<file path="config.mk">
export PLATFORM = sky130hd
export DESIGN_NAME = adaptive_notch_filter_flat
export DESIGN_NICKNAME = d
export VERILOG_FILES = /design/src/hw/rtl/anf_pkg.sv /design/src/hw/rtl/anf_sample_if.sv /design/src/hw/rtl/anf_result_if.sv /design/src/hw/rtl/anf_regs.sv /design/src/hw/rtl/anf_ctrl.sv /design/src/hw/rtl/anf_dp.sv /design/src/hw/rtl/adaptive_notch_filter.sv /design/src/flat_wrapper.sv
export SDC_FILE = /design/constraint.sdc
export NUM_CORES = 2
export LEC_CHECK = 0
export ABC_AREA = 1
export ABC_CLOCK_PERIOD_IN_PS = 18500
export BUFFER_PORTS_ARGS = -buffer_cell sky130_fd_sc_hd__buf_2
export CAP_MARGIN = 20
export CELL_PAD_IN_SITES_DETAIL_PLACEMENT = 0
export CELL_PAD_IN_SITES_GLOBAL_PLACEMENT = 1
export CORE_MARGIN = 2
export CORE_UTILIZATION = 47
export DETAILED_ROUTE_END_ITERATION = 10
export HOLD_SLACK_MARGIN = 0.1
export PLACE_DENSITY_LB_ADDON = 0.25
export SETUP_SLACK_MARGIN = 0.1
export SYNTH_ARGS = -nofsm -noshare
export SYNTH_HDL_FRONTEND = slang
export SYNTH_HIERARCHICAL = 1
export SYNTH_SLANG_ARGS = --single-unit
</file>
<file path="constraint.sdc">
create_clock -name clk_i -period 18.5 [get_ports clk_i]
set_clock_uncertainty 0.2 [all_clocks]
set_input_delay 3.7 -clock clk_i [delete_from_list [all_inputs] [get_ports clk_i]]
set_output_delay 3.7 -clock clk_i [all_outputs]
set_load 0.1 [all_outputs]
</file>
<file path="src/hw/rtl/anf_pkg.sv">
// shared types, constants and control codes of the adaptive notch filter
package anf_pkg;

  localparam int SampleW = 16;
  localparam int OutW    = 23;
  localparam int CfgW    = 15;
  localparam int AddrW   = 4;
  localparam int DataW   = 32;

  // shared multiplier operand and product widths
  localparam int MulAW = 24;
  localparam int MulBW = 18;
  localparam int ProdW = MulAW + MulBW;

  localparam int RndBias15 = 'h4000;
  localparam int RndBias11 = 'h400;
  localparam int RndBias9  = 'h100;
  localparam int IncBias   = 'h2;
  localparam int CoeffLim  = 'h4000;

  localparam logic [CfgW-1:0] ForgetRst = 15'd32440;
  localparam logic [CfgW-1:0] PullRst   = 15'd328;
  localparam logic [CfgW-1:0] FinalRst  = 15'd26214;
  localparam logic [CfgW-1:0] StepRst   = 15'd200;

  typedef enum logic [1:0] {
    REG_FORGET = 2'd0,
    REG_PULL   = 2'd1,
    REG_FINAL  = 2'd2,
    REG_STEP   = 2'd3
  } reg_idx_e;

  typedef struct packed {
    logic [CfgW-1:0] radius_forget;
    logic [CfgW-1:0] radius_pull;
    logic [CfgW-1:0] radius_final;
    logic [CfgW-1:0] step_gain;
  } cfg_t;

  typedef enum logic [3:0] {
    MUL_NONE,
    MUL_FORGET,
    MUL_PULL,
    MUL_STEP,
    MUL_NEGA,
    MUL_RS0,
    MUL_RSQ,
    MUL_AT0,
    MUL_S1R,
    MUL_EG
  } mul_op_e;

  typedef enum logic [3:0] {
    POST_NONE,
    POST_T0R,
    POST_RAD,
    POST_G,
    POST_T1,
    POST_T0A,
    POST_RSQ,
    POST_T0B,
    POST_NS,
    POST_COEF
  } post_op_e;

  typedef enum logic [3:0] {
    ST_IDLE,
    ST_FORGET,
    ST_PULL,
    ST_STEP,
    ST_NEGA,
    ST_RS0,
    ST_RSQ,
    ST_AT0,
    ST_S1R,
    ST_SETTLE,
    ST_EG,
    ST_COMMIT
  } state_e;

  typedef struct packed {
    mul_op_e  mul_op;
    post_op_e post_op;
    logic     load;
  } cmd_t;

  typedef struct packed {
    logic out_free;
  } status_t;

endpackage

</file>
<file path="src/hw/rtl/anf_sample_if.sv">
// input sample channel
interface anf_sample_if;
  logic                                valid;
  logic                                ready;
  logic signed [anf_pkg::SampleW-1:0] sample_in;

  modport source (output valid, output sample_in, input ready);
  modport sink (input valid, input sample_in, output ready);
endinterface

</file>
<file path="src/hw/rtl/anf_result_if.sv">
// filtered output channel
interface anf_result_if;
  logic                             valid;
  logic                             ready;
  logic signed [anf_pkg::OutW-1:0] filtered_out;

  modport source (output valid, output filtered_out, input ready);
  modport sink (input valid, input filtered_out, output ready);
endinterface

</file>
<file path="src/hw/rtl/anf_regs.sv">
// apb configuration register file
module anf_regs (
  input  logic                      clk_i,
  input  logic                      rst_ni,
  input  logic                      psel,
  input  logic                      penable,
  input  logic                      pwrite,
  input  logic [anf_pkg::AddrW-1:0] paddr,
  input  logic [anf_pkg::DataW-1:0] pwdata,
  output logic [anf_pkg::DataW-1:0] prdata,
  output logic                      pready,
  output anf_pkg::cfg_t             cfg_o
);

  anf_pkg::cfg_t     cfg_q;
  anf_pkg::reg_idx_e idx;
  logic              wr_en;
  logic [anf_pkg::CfgW-1:0] rd_val;

  assign pready = 1'b1;
  assign wr_en  = psel & penable & pwrite;
  assign idx    = anf_pkg::reg_idx_e'(paddr[3:2]);

  always_ff @(posedge clk_i or negedge rst_ni) begin
    if (!rst_ni) begin
      cfg_q.radius_forget <= anf_pkg::ForgetRst;
      cfg_q.radius_pull   <= anf_pkg::PullRst;
      cfg_q.radius_final  <= anf_pkg::FinalRst;
      cfg_q.step_gain     <= anf_pkg::StepRst;
    end else if (wr_en) begin
      unique case (idx)
        anf_pkg::REG_FORGET: cfg_q.radius_forget <= pwdata[anf_pkg::CfgW-1:0];
        anf_pkg::REG_PULL:   cfg_q.radius_pull   <= pwdata[anf_pkg::CfgW-1:0];
        anf_pkg::REG_FINAL:  cfg_q.radius_final  <= pwdata[anf_pkg::CfgW-1:0];
        anf_pkg::REG_STEP:   cfg_q.step_gain     <= pwdata[anf_pkg::CfgW-1:0];
        default: ;
      endcase
    end
  end

  always_comb begin
    unique case (idx)
      anf_pkg::REG_FORGET: rd_val = cfg_q.radius_forget;
      anf_pkg::REG_PULL:   rd_val = cfg_q.radius_pull;
      anf_pkg::REG_FINAL:  rd_val = cfg_q.radius_final;
      anf_pkg::REG_STEP:   rd_val = cfg_q.step_gain;
      default:             rd_val = '0;
    endcase
  end

  assign prdata = {{(anf_pkg::DataW - anf_pkg::CfgW){1'b0}}, rd_val};
  assign cfg_o  = cfg_q;

endmodule

</file>
<file path="src/hw/rtl/anf_ctrl.sv">
// sequencer that steps one sample through the shared multiplier
module anf_ctrl (
  input  logic             clk_i,
  input  logic             rst_ni,
  input  logic             in_valid_i,
  input  anf_pkg::status_t status_i,
  output logic             in_ready_o,
  output anf_pkg::cmd_t    cmd_o
);

  anf_pkg::state_e state_q, state_d;

  always_ff @(posedge clk_i or negedge rst_ni) begin
    if (!rst_ni) begin
      state_q <= anf_pkg::ST_IDLE;
    end else begin
      state_q <= state_d;
    end
  end

  always_comb begin
    state_d = state_q;
    unique case (state_q)
      anf_pkg::ST_IDLE:   if (in_valid_i) state_d = anf_pkg::ST_FORGET;
      anf_pkg::ST_FORGET: state_d = anf_pkg::ST_PULL;
      anf_pkg::ST_PULL:   state_d = anf_pkg::ST_STEP;
      anf_pkg::ST_STEP:   state_d = anf_pkg::ST_NEGA;
      anf_pkg::ST_NEGA:   state_d = anf_pkg::ST_RS0;
      anf_pkg::ST_RS0:    state_d = anf_pkg::ST_RSQ;
      anf_pkg::ST_RSQ:    state_d = anf_pkg::ST_AT0;
      anf_pkg::ST_AT0:    state_d = anf_pkg::ST_S1R;
      anf_pkg::ST_S1R:    state_d = anf_pkg::ST_SETTLE;
      anf_pkg::ST_SETTLE: state_d = anf_pkg::ST_EG;
      anf_pkg::ST_EG:     state_d = anf_pkg::ST_COMMIT;
      anf_pkg::ST_COMMIT: if (status_i.out_free) state_d = anf_pkg::ST_IDLE;
      default:            state_d = anf_pkg::ST_IDLE;
    endcase
  end

  // each product is post-processed in the state after it is issued
  always_comb begin
    in_ready_o    = 1'b0;
    cmd_o.mul_op  = anf_pkg::MUL_NONE;
    cmd_o.post_op = anf_pkg::POST_NONE;
    cmd_o.load    = 1'b0;
    unique case (state_q)
      anf_pkg::ST_IDLE: begin
        in_ready_o = 1'b1;
        cmd_o.load = in_valid_i;
      end
      anf_pkg::ST_FORGET: cmd_o.mul_op = anf_pkg::MUL_FORGET;
      anf_pkg::ST_PULL: begin
        cmd_o.mul_op  = anf_pkg::MUL_PULL;
        cmd_o.post_op = anf_pkg::POST_T0R;
      end
      anf_pkg::ST_STEP: begin
        cmd_o.mul_op  = anf_pkg::MUL_STEP;
        cmd_o.post_op = anf_pkg::POST_RAD;
      end
      anf_pkg::ST_NEGA: begin
        cmd_o.mul_op  = anf_pkg::MUL_NEGA;
        cmd_o.post_op = anf_pkg::POST_G;
      end
      anf_pkg::ST_RS0: begin
        cmd_o.mul_op  = anf_pkg::MUL_RS0;
        cmd_o.post_op = anf_pkg::POST_T1;
      end
      anf_pkg::ST_RSQ: begin
        cmd_o.mul_op  = anf_pkg::MUL_RSQ;
        cmd_o.post_op = anf_pkg::POST_T0A;
      end
      anf_pkg::ST_AT0: begin
        cmd_o.mul_op  = anf_pkg::MUL_AT0;
        cmd_o.post_op = anf_pkg::POST_RSQ;
      end
      anf_pkg::ST_S1R: begin
        cmd_o.mul_op  = anf_pkg::MUL_S1R;
        cmd_o.post_op = anf_pkg::POST_T0B;
      end
      anf_pkg::ST_SETTLE: cmd_o.post_op = anf_pkg::POST_NS;
      anf_pkg::ST_EG:     cmd_o.mul_op  = anf_pkg::MUL_EG;
      anf_pkg::ST_COMMIT: begin
        if (status_i.out_free) cmd_o.post_op = anf_pkg::POST_COEF;
      end
      default: ;
    endcase
  end

  // busy right after a beat is taken
  a_busy_after_accept: assert property (@(posedge clk_i) disable iff (!rst_ni)
    (in_valid_i && in_ready_o) |=> !in_ready_o)
    else $error("input accepted twice in a row");

endmodule

</file>
<file path="src/hw/rtl/anf_dp.sv">
// datapath: shared multiplier, rounding post-processing, filter state, output register
module anf_dp (
  input  logic                               clk_i,
  input  logic                               rst_ni,
  input  anf_pkg::cfg_t                      cfg_i,
  input  anf_pkg::cmd_t                      cmd_i,
  input  logic signed [anf_pkg::SampleW-1:0] sample_i,
  input  logic                               out_ready_i,
  output anf_pkg::status_t                   status_o,
  output logic                               out_valid_o,
  output logic signed [anf_pkg::OutW-1:0]    out_data_o
);

  localparam int AW = anf_pkg::MulAW;
  localparam int BW = anf_pkg::MulBW;
  localparam int PW = anf_pkg::ProdW;

  // filter state; the three-slot ring reduces to the two newest samples
  logic        [15:0] radius_q, radius_d;
  logic signed [15:0] coeff_q, coeff_d;
  logic signed [15:0] s0_q, s1_q;
  logic               out_valid_q;
  logic signed [22:0] out_data_q;

  // per-item working registers
  logic signed [15:0] y_q;
  logic signed [PW-1:0] prod_q;
  logic        [16:0] t0r_q;
  logic signed [22:0] t1_q, t0b_q, e_q;
  logic signed [21:0] t0a_q;
  logic signed [15:0] rsq_q, g_q, ns_q;

  logic signed [AW-1:0] mul_a;
  logic signed [BW-1:0] mul_b;
  logic signed [PW-1:0] prod;
  logic signed [PW-1:0] rnd15, rnd11, rnd9, inc_full;
  logic        [17:0]   rad_sum;
  logic signed [24:0]   ns_sum;
  logic signed [15:0]   ns;
  logic signed [22:0]   e_next;
  logic signed [15:0]   inc;
  logic signed [16:0]   a_sum;
  logic                 commit;

  assign commit = (cmd_i.post_op == anf_pkg::POST_COEF);

  always_comb begin
    mul_a = '0;
    mul_b = '0;
    case (cmd_i.mul_op)
      anf_pkg::MUL_FORGET: begin
        mul_a = {{(AW - anf_pkg::CfgW){1'b0}}, cfg_i.radius_forget};
        mul_b = {2'b00, radius_q};
      end
      anf_pkg::MUL_PULL: begin
        mul_a = {{(AW - anf_pkg::CfgW){1'b0}}, cfg_i.radius_pull};
        mul_b = {{(BW - anf_pkg::CfgW){1'b0}}, cfg_i.radius_final};
      end
      anf_pkg::MUL_STEP: begin
        mul_a = {{(AW - anf_pkg::CfgW){1'b0}}, cfg_i.step_gain};
        mul_b = {{2{s0_q[15]}}, s0_q};
      end
      anf_pkg::MUL_NEGA: begin
        mul_a = -{{8{coeff_q[15]}}, coeff_q};
        mul_b = {{2{s0_q[15]}}, s0_q};
      end
      anf_pkg::MUL_RS0: begin
        mul_a = {8'b0, radius_q};
        mul_b = {{2{s0_q[15]}}, s0_q};
      end
      anf_pkg::MUL_RSQ: begin
        mul_a = {8'b0, radius_q};
        mul_b = {2'b00, radius_q};
      end
      anf_pkg::MUL_AT0: begin
        mul_a = {{4{t0a_q[21]}}, t0a_q[21:2]};
        mul_b = {{2{coeff_q[15]}}, coeff_q};
      end
      anf_pkg::MUL_S1R: begin
        mul_a = {{8{s1_q[15]}}, s1_q};
        mul_b = {{2{rsq_q[15]}}, rsq_q};
      end
      anf_pkg::MUL_EG: begin
        mul_a = {e_q[22], e_q};
        mul_b = {{2{g_q[15]}}, g_q};
      end
      default: ;
    endcase
  end

  assign prod = mul_a * mul_b;

  // rounding shifts shared by all post steps
  assign rnd15 = (prod_q + PW'(anf_pkg::RndBias15)) >>> 15;
  assign rnd11 = (prod_q + PW'(anf_pkg::RndBias11)) >>> 11;
  assign rnd9  = (prod_q + PW'(anf_pkg::RndBias9)) >>> 9;

  // radius update with saturation at full scale
  assign rad_sum  = {1'b0, t0r_q} + {1'b0, rnd15[16:0]};
  assign radius_d = (rad_sum[17:16] != 2'b00) ? '1 : rad_sum[15:0];

  // new internal sample and error output
  assign ns_sum = {{9{y_q[15]}}, y_q} + {{2{t0b_q[22]}}, t0b_q}
                - {{4{rnd11[20]}}, rnd11[20:0]};
  assign ns     = ns_sum[19:4];
  assign e_next = {{3{ns[15]}}, ns, 4'b0000} + t1_q;

  // coefficient step, cut to 16 bits, then clamped
  assign inc_full = (rnd15 + PW'(anf_pkg::IncBias)) >>> 2;
  assign inc      = inc_full[15:0];
  assign a_sum    = {coeff_q[15], coeff_q} + {inc[15], inc};

  always_comb begin
    if (a_sum > 17'(anf_pkg::CoeffLim)) begin
      coeff_d = 16'(anf_pkg::CoeffLim);
    end else if (a_sum < 17'(-anf_pkg::CoeffLim)) begin
      coeff_d = 16'(-anf_pkg::CoeffLim);
    end else begin
      coeff_d = a_sum[15:0];
    end
  end

  always_ff @(posedge clk_i or negedge rst_ni) begin
    if (!rst_ni) begin
      radius_q    <= '0;
      coeff_q     <= '0;
      s0_q        <= '0;
      s1_q        <= '0;
      out_valid_q <= 1'b0;
    end else begin
      if (cmd_i.post_op == anf_pkg::POST_RAD) radius_q <= radius_d;
      if (commit) begin
        coeff_q     <= coeff_d;
        s1_q        <= s0_q;
        s0_q        <= ns_q;
        out_valid_q <= 1'b1;
      end else if (out_ready_i) begin
        out_valid_q <= 1'b0;
      end
    end
  end

  always_ff @(posedge clk_i) begin
    if (cmd_i.load) y_q <= sample_i;
    if (cmd_i.mul_op != anf_pkg::MUL_NONE) prod_q <= prod;
    if (commit) out_data_q <= e_q;
    case (cmd_i.post_op)
      anf_pkg::POST_T0R: t0r_q <= rnd15[16:0];
      anf_pkg::POST_G:   g_q   <= rnd11[15:0];
      anf_pkg::POST_T1:  t1_q  <= rnd9[22:0] + {{3{s1_q[15]}}, s1_q, 4'b0000};
      anf_pkg::POST_T0A: t0a_q <= rnd11[21:0];
      anf_pkg::POST_RSQ: rsq_q <= rnd15[15:0];
      anf_pkg::POST_T0B: t0b_q <= rnd11[22:0];
      anf_pkg::POST_NS: begin
        ns_q <= ns;
        e_q  <= e_next;
      end
      default: ;
    endcase
  end

  assign status_o.out_free = !out_valid_q || out_ready_i;
  assign out_valid_o       = out_valid_q;
  assign out_data_o        = out_data_q;

  a_coeff_range: assert property (@(posedge clk_i) disable iff (!rst_ni)
    (coeff_q <= 16'(anf_pkg::CoeffLim)) && (coeff_q >= 16'(-anf_pkg::CoeffLim)))
    else $error("notch coefficient out of range");

  a_no_overwrite: assert property (@(posedge clk_i) disable iff (!rst_ni)
    commit |-> (!out_valid_q || out_ready_i))
    else $error("result register overwritten before its beat was taken");

  a_valid_from_commit: assert property (@(posedge clk_i) disable iff (!rst_ni)
    $rose(out_valid_q) |-> $past(commit))
    else $error("result valid without a commit");

endmodule

</file>
<file path="src/hw/rtl/adaptive_notch_filter.sv">
// adaptive notch filter top level: apb registers, sequencer and datapath
// the result becomes valid once the commit state loads the output register
// a new sample is taken only after the last is committed, which waits for a free output;
//   a single 24x18 multiplier runs nine products in turn and waits on the error term
// reset (async, active low) zeroes radius, coefficient and sample history, drops
//   result valid and loads the register defaults; no clearing pass
module adaptive_notch_filter (
  input  logic                      clk_i,
  input  logic                      rst_ni,
  anf_sample_if.sink                sample_i,
  anf_result_if.source              result_o,
  input  logic                      psel,
  input  logic                      penable,
  input  logic                      pwrite,
  input  logic [anf_pkg::AddrW-1:0] paddr,
  input  logic [anf_pkg::DataW-1:0] pwdata,
  output logic [anf_pkg::DataW-1:0] prdata,
  output logic                      pready
);

  anf_pkg::cfg_t    cfg;
  anf_pkg::cmd_t    cmd;
  anf_pkg::status_t status;

  anf_regs u_regs (
    .clk_i   (clk_i),
    .rst_ni  (rst_ni),
    .psel    (psel),
    .penable (penable),
    .pwrite  (pwrite),
    .paddr   (paddr),
    .pwdata  (pwdata),
    .prdata  (prdata),
    .pready  (pready),
    .cfg_o   (cfg)
  );

  anf_ctrl u_ctrl (
    .clk_i      (clk_i),
    .rst_ni     (rst_ni),
    .in_valid_i (sample_i.valid),
    .status_i   (status),
    .in_ready_o (sample_i.ready),
    .cmd_o      (cmd)
  );

  anf_dp u_dp (
    .clk_i       (clk_i),
    .rst_ni      (rst_ni),
    .cfg_i       (cfg),
    .cmd_i       (cmd),
    .sample_i    (sample_i.sample_in),
    .out_ready_i (result_o.ready),
    .status_o    (status),
    .out_valid_o (result_o.valid),
    .out_data_o  (result_o.filtered_out)
  );

endmodule
</file>
<file path="src/flat_wrapper.sv">
// flat-port wrapper written by rule: the top's interface ports become plain ports
module adaptive_notch_filter_flat 
  (clk_i, rst_ni, psel, penable, pwrite, paddr, pwdata, prdata, pready, sample_i_valid, sample_i_sample_in, sample_i_ready, result_o_valid, result_o_filtered_out, result_o_ready);
  anf_sample_if sample_i_i ();
  anf_result_if result_o_i ();
  input  logic clk_i;
  input  logic rst_ni;
  input  logic psel;
  input  logic penable;
  input  logic pwrite;
  input  logic [anf_pkg::AddrW-1:0] paddr;
  input  logic [anf_pkg::DataW-1:0] pwdata;
  output logic [anf_pkg::DataW-1:0] prdata;
  output logic pready;
  input wire logic [$bits(sample_i_i.valid)-1:0] sample_i_valid;
  input wire logic [$bits(sample_i_i.sample_in)-1:0] sample_i_sample_in;
  output wire logic [$bits(sample_i_i.ready)-1:0] sample_i_ready;
  output wire logic [$bits(result_o_i.valid)-1:0] result_o_valid;
  output wire logic [$bits(result_o_i.filtered_out)-1:0] result_o_filtered_out;
  input wire logic [$bits(result_o_i.ready)-1:0] result_o_ready;
  assign sample_i_i.valid = sample_i_valid;
  assign sample_i_i.sample_in = sample_i_sample_in;
  assign sample_i_ready = sample_i_i.ready;
  assign result_o_valid = result_o_i.valid;
  assign result_o_filtered_out = result_o_i.filtered_out;
  assign result_o_i.ready = result_o_ready;
  adaptive_notch_filter u_core (.clk_i(clk_i), .rst_ni(rst_ni), .sample_i(sample_i_i), .result_o(result_o_i), .psel(psel), .penable(penable), .pwrite(pwrite), .paddr(paddr), .pwdata(pwdata), .prdata(prdata), .pready(pready));
endmodule
</file>
==> run summary <==
Area share of the largest cell type after synthesis - 21.2%
Cell chosen for the clock root - clkbuf_16
Clock slew seen by the registers of the worst setup and hold paths - 0.06 ns
CP Capture Type - flop
Drt drc - 0
Vias in the first global route - 27200
Post-synthesis async set-or-reset flop share - 37.5%
Remaining Overflow, GRT - 0
CTS Buf Count - 41
Worst Path Max Fanout - 13
Die Y-Extent - 273 um
Post-CTS setup buffers - 0
Fmax - 102 MHz
Final Cycle Share - 53.0%
Gr usage total - 31.8%
Initial core utilization - 47.4%
Final wirelength - 116000 um
Avg Cell Area, Syn - 8.44 um2
Antenna Nets Post-Route - 0
Worst Tran Pin Value - 1.21 ns
Nets - 4679
Core area - 71500 um2
Boundary pin count - 117
Final Hold Fails - 0
Crit path kind - reg -> reg
Slowest stage delay, CP - 0.89 ns
Post-Syn Instances - 4014
Clock Sinks - 344
Die area - 74300 um2
HP Class - reg -> reg
Synth cell types - 69
Status - complete, no violations
Global-route wire length before repair - 174000 um
Most frequent cells after synthesis - nand2_1, inv_1, fa_1
Count leader, synth - nand2_1
Floorplan row count - 98
Register bit total from synthesis - 344
RePlAce Congestion - 0.987
CTS HTree Levels - 2
Rel. slew slack - 19.0%
Layout area overhead - 8.24%
Pin count of the biggest net entering global routing - 70
Req. time, crit path - 18.65 ns
Hold Buf Count CTS - 0
Most used flip-flop cell after synthesis - edfxtp_1
Ranking of synthesized cells by area - fa_1, edfxtp_1, nand2_1
Slowest CP cell - o21ai_0
Initial DRT Pass Iterations - 5
Share of cells above drive strength 1 - 8.27%
Max Root-Sink Buffers - 3
Clock latency on the worst-skew pair - 0.61 ns
Dpl hpwl - 93600 um
Post-synth EDFFs - 215
Most frequent CP cell - inv_1
CTS resizes - 0
Initial DRC count - 2857
Vias per std cell - 5.43
Fin crit period - 9.80 ns
Initial antenna violation count - 2
Pins Over Slew Limit - 0
CTS tree - built
Die width - 273 um
Yosys warns - 6
Number of max-cap violations - 0
Drt wl/cell - 22.9 um
Setup Viol. Count Final - 0
Sequential element share of the synthesized area - 28.7%
RSZ-0062 raised after global routing - no
Port Buffers - 79
CP arrival - 9.95 ns
Largest area contributor in the netlist - fa_1
Synthesized cell area - 33900 um2
Setup TNS - 0 ns
Worst setup SP type - flop
Via count - 27500
-- sequential cells by signal (all words and copies together) (netlist names) --
register and flops:
u_core/u_regs/cfg_o 60, u_core/u_dp/prod_q 25, u_core/u_dp/e_q 23, u_core/u_dp/out_data_o 23, u_core/u_dp/t1_q 23, u_core/u_dp/t0a_q 20, u_core/u_dp/t0b_q 20, u_core/u_dp/t0r_q 17
u_core/u_dp/coeff_q 16, u_core/u_dp/g_q 16, u_core/u_dp/ns_q 16, u_core/u_dp/radius_q 16, u_core/u_dp/rsq_q 16, u_core/u_dp/s0_q 16, u_core/u_dp/s1_q 16, u_core/u_dp/y_q 16
u_core/u_ctrl/state_q 4, u_core/u_dp/out_valid_o 1
-- stage by stage --
step / utilization (%) / setup WS [ns] / cells / hold slack (ns) / area (um2)
3_5_place_dp: 49.2 / 8.88 / 4983 / 0.207 / 35200
6_report: 51.3 / 8.70 / 5062 / 0.220 / 36700
3_3_place_gp: 49.2 / 8.83 / 4983 / 0.202 / 35200
2_1_floorplan: - / 9.58 / 4030 / 0.200 / 34000
5_1_grt: 51.3 / 8.22 / 5061 / 0.222 / 36700
4_1_cts: 51.3 / 8.83 / 5059 / 0.218 / 36600
-- worst paths after layout --
kind | startpoint | endpoint | slack, ns | depth (start not counted)
hold / removal | u_core/u_dp/t1_q[1] | u_core/u_dp/e_q[1] | 0.22 | 0
setup reg to reg | u_core/u_ctrl/state_q[0] | u_core/u_dp/prod_q[32] | 8.70 | 34
max in group asynchronous | rst_ni | u_core/u_dp/radius_q[11] | 13.90 | 2
min in group asynchronous | rst_ni | u_core/u_ctrl/state_q[2] | 2.88 | 1
setup / recovery | u_core/u_ctrl/state_q[0] | u_core/u_dp/prod_q[32] | 8.70 | 34
hold reg to reg | u_core/u_dp/t1_q[1] | u_core/u_dp/e_q[1] | 0.22 | 0
-- cells in the final DEF, fill, tap and decap left out, drive strengths merged, types with 8 or more instances in the layout --
master	n
a211oi	8
a21o	15
a21oi	141
a22o	20
a22oi	10
a31oi	21
buf	119
clkbuf	50
clkinv	14
conb	18
dfrtp	105
dfstp	24
edfxtp	215
fa	359
ha	183
inv	788
nand2	1031
nand3	168
nand3b	11
nand4	51
nor2	365
nor3	33
nor4	20
o21ai	119
xnor2	46
xor2	121
-- final cells by class --
type	instances	area [um2]
multi-input cells	2787	20600
repair buffers	119	726
flip-flops and latches	344	9710
clock inverters	26	363
clock buffers	50	1080
well taps	950	1190
diodes	1	2.50
fillers	6854	34800
inverters	785	2970
-- per-layer routing --
| metal | global-route usage [%] | share of wire (%) |
|---|---|---|
| met1 | 43.3 | 42 |
| met2 | 49.9 | 45 |
| met3 | 5.46 | 8.3 |
| met4 | 14.3 | 5.6 |
| met5 | 0 | 0 |
-- critical path: cells and delay by family (launching register included) --
kind	cells	cell delay (ns)
flops	1	0.40
simple gates	12	2.70
buf+inv	11	1.30
fa+ha+maj	7	3.36
compound gates	4	1.54
-- logic make-up after synthesis --
| group | after synthesis | synth area share, % |
|---|---|---|
| AND/OR/NAND/NOR | 1685 | 21.6 |
| XOR/XNOR | 168 | 4.51 |
| flip-flops | 344 | 28.7 |
| AO/OA/AOI/OAI | 374 | 6.47 |
| adder cells (fa/ha/maj) | 542 | 28.0 |
| buffers and inverters | 899 | 10.7 |
| other | 2 | 0.0222 |
Power is not shown: default switching activity piles up to over one toggle a cycle in this logic, so the estimate is an artifact.
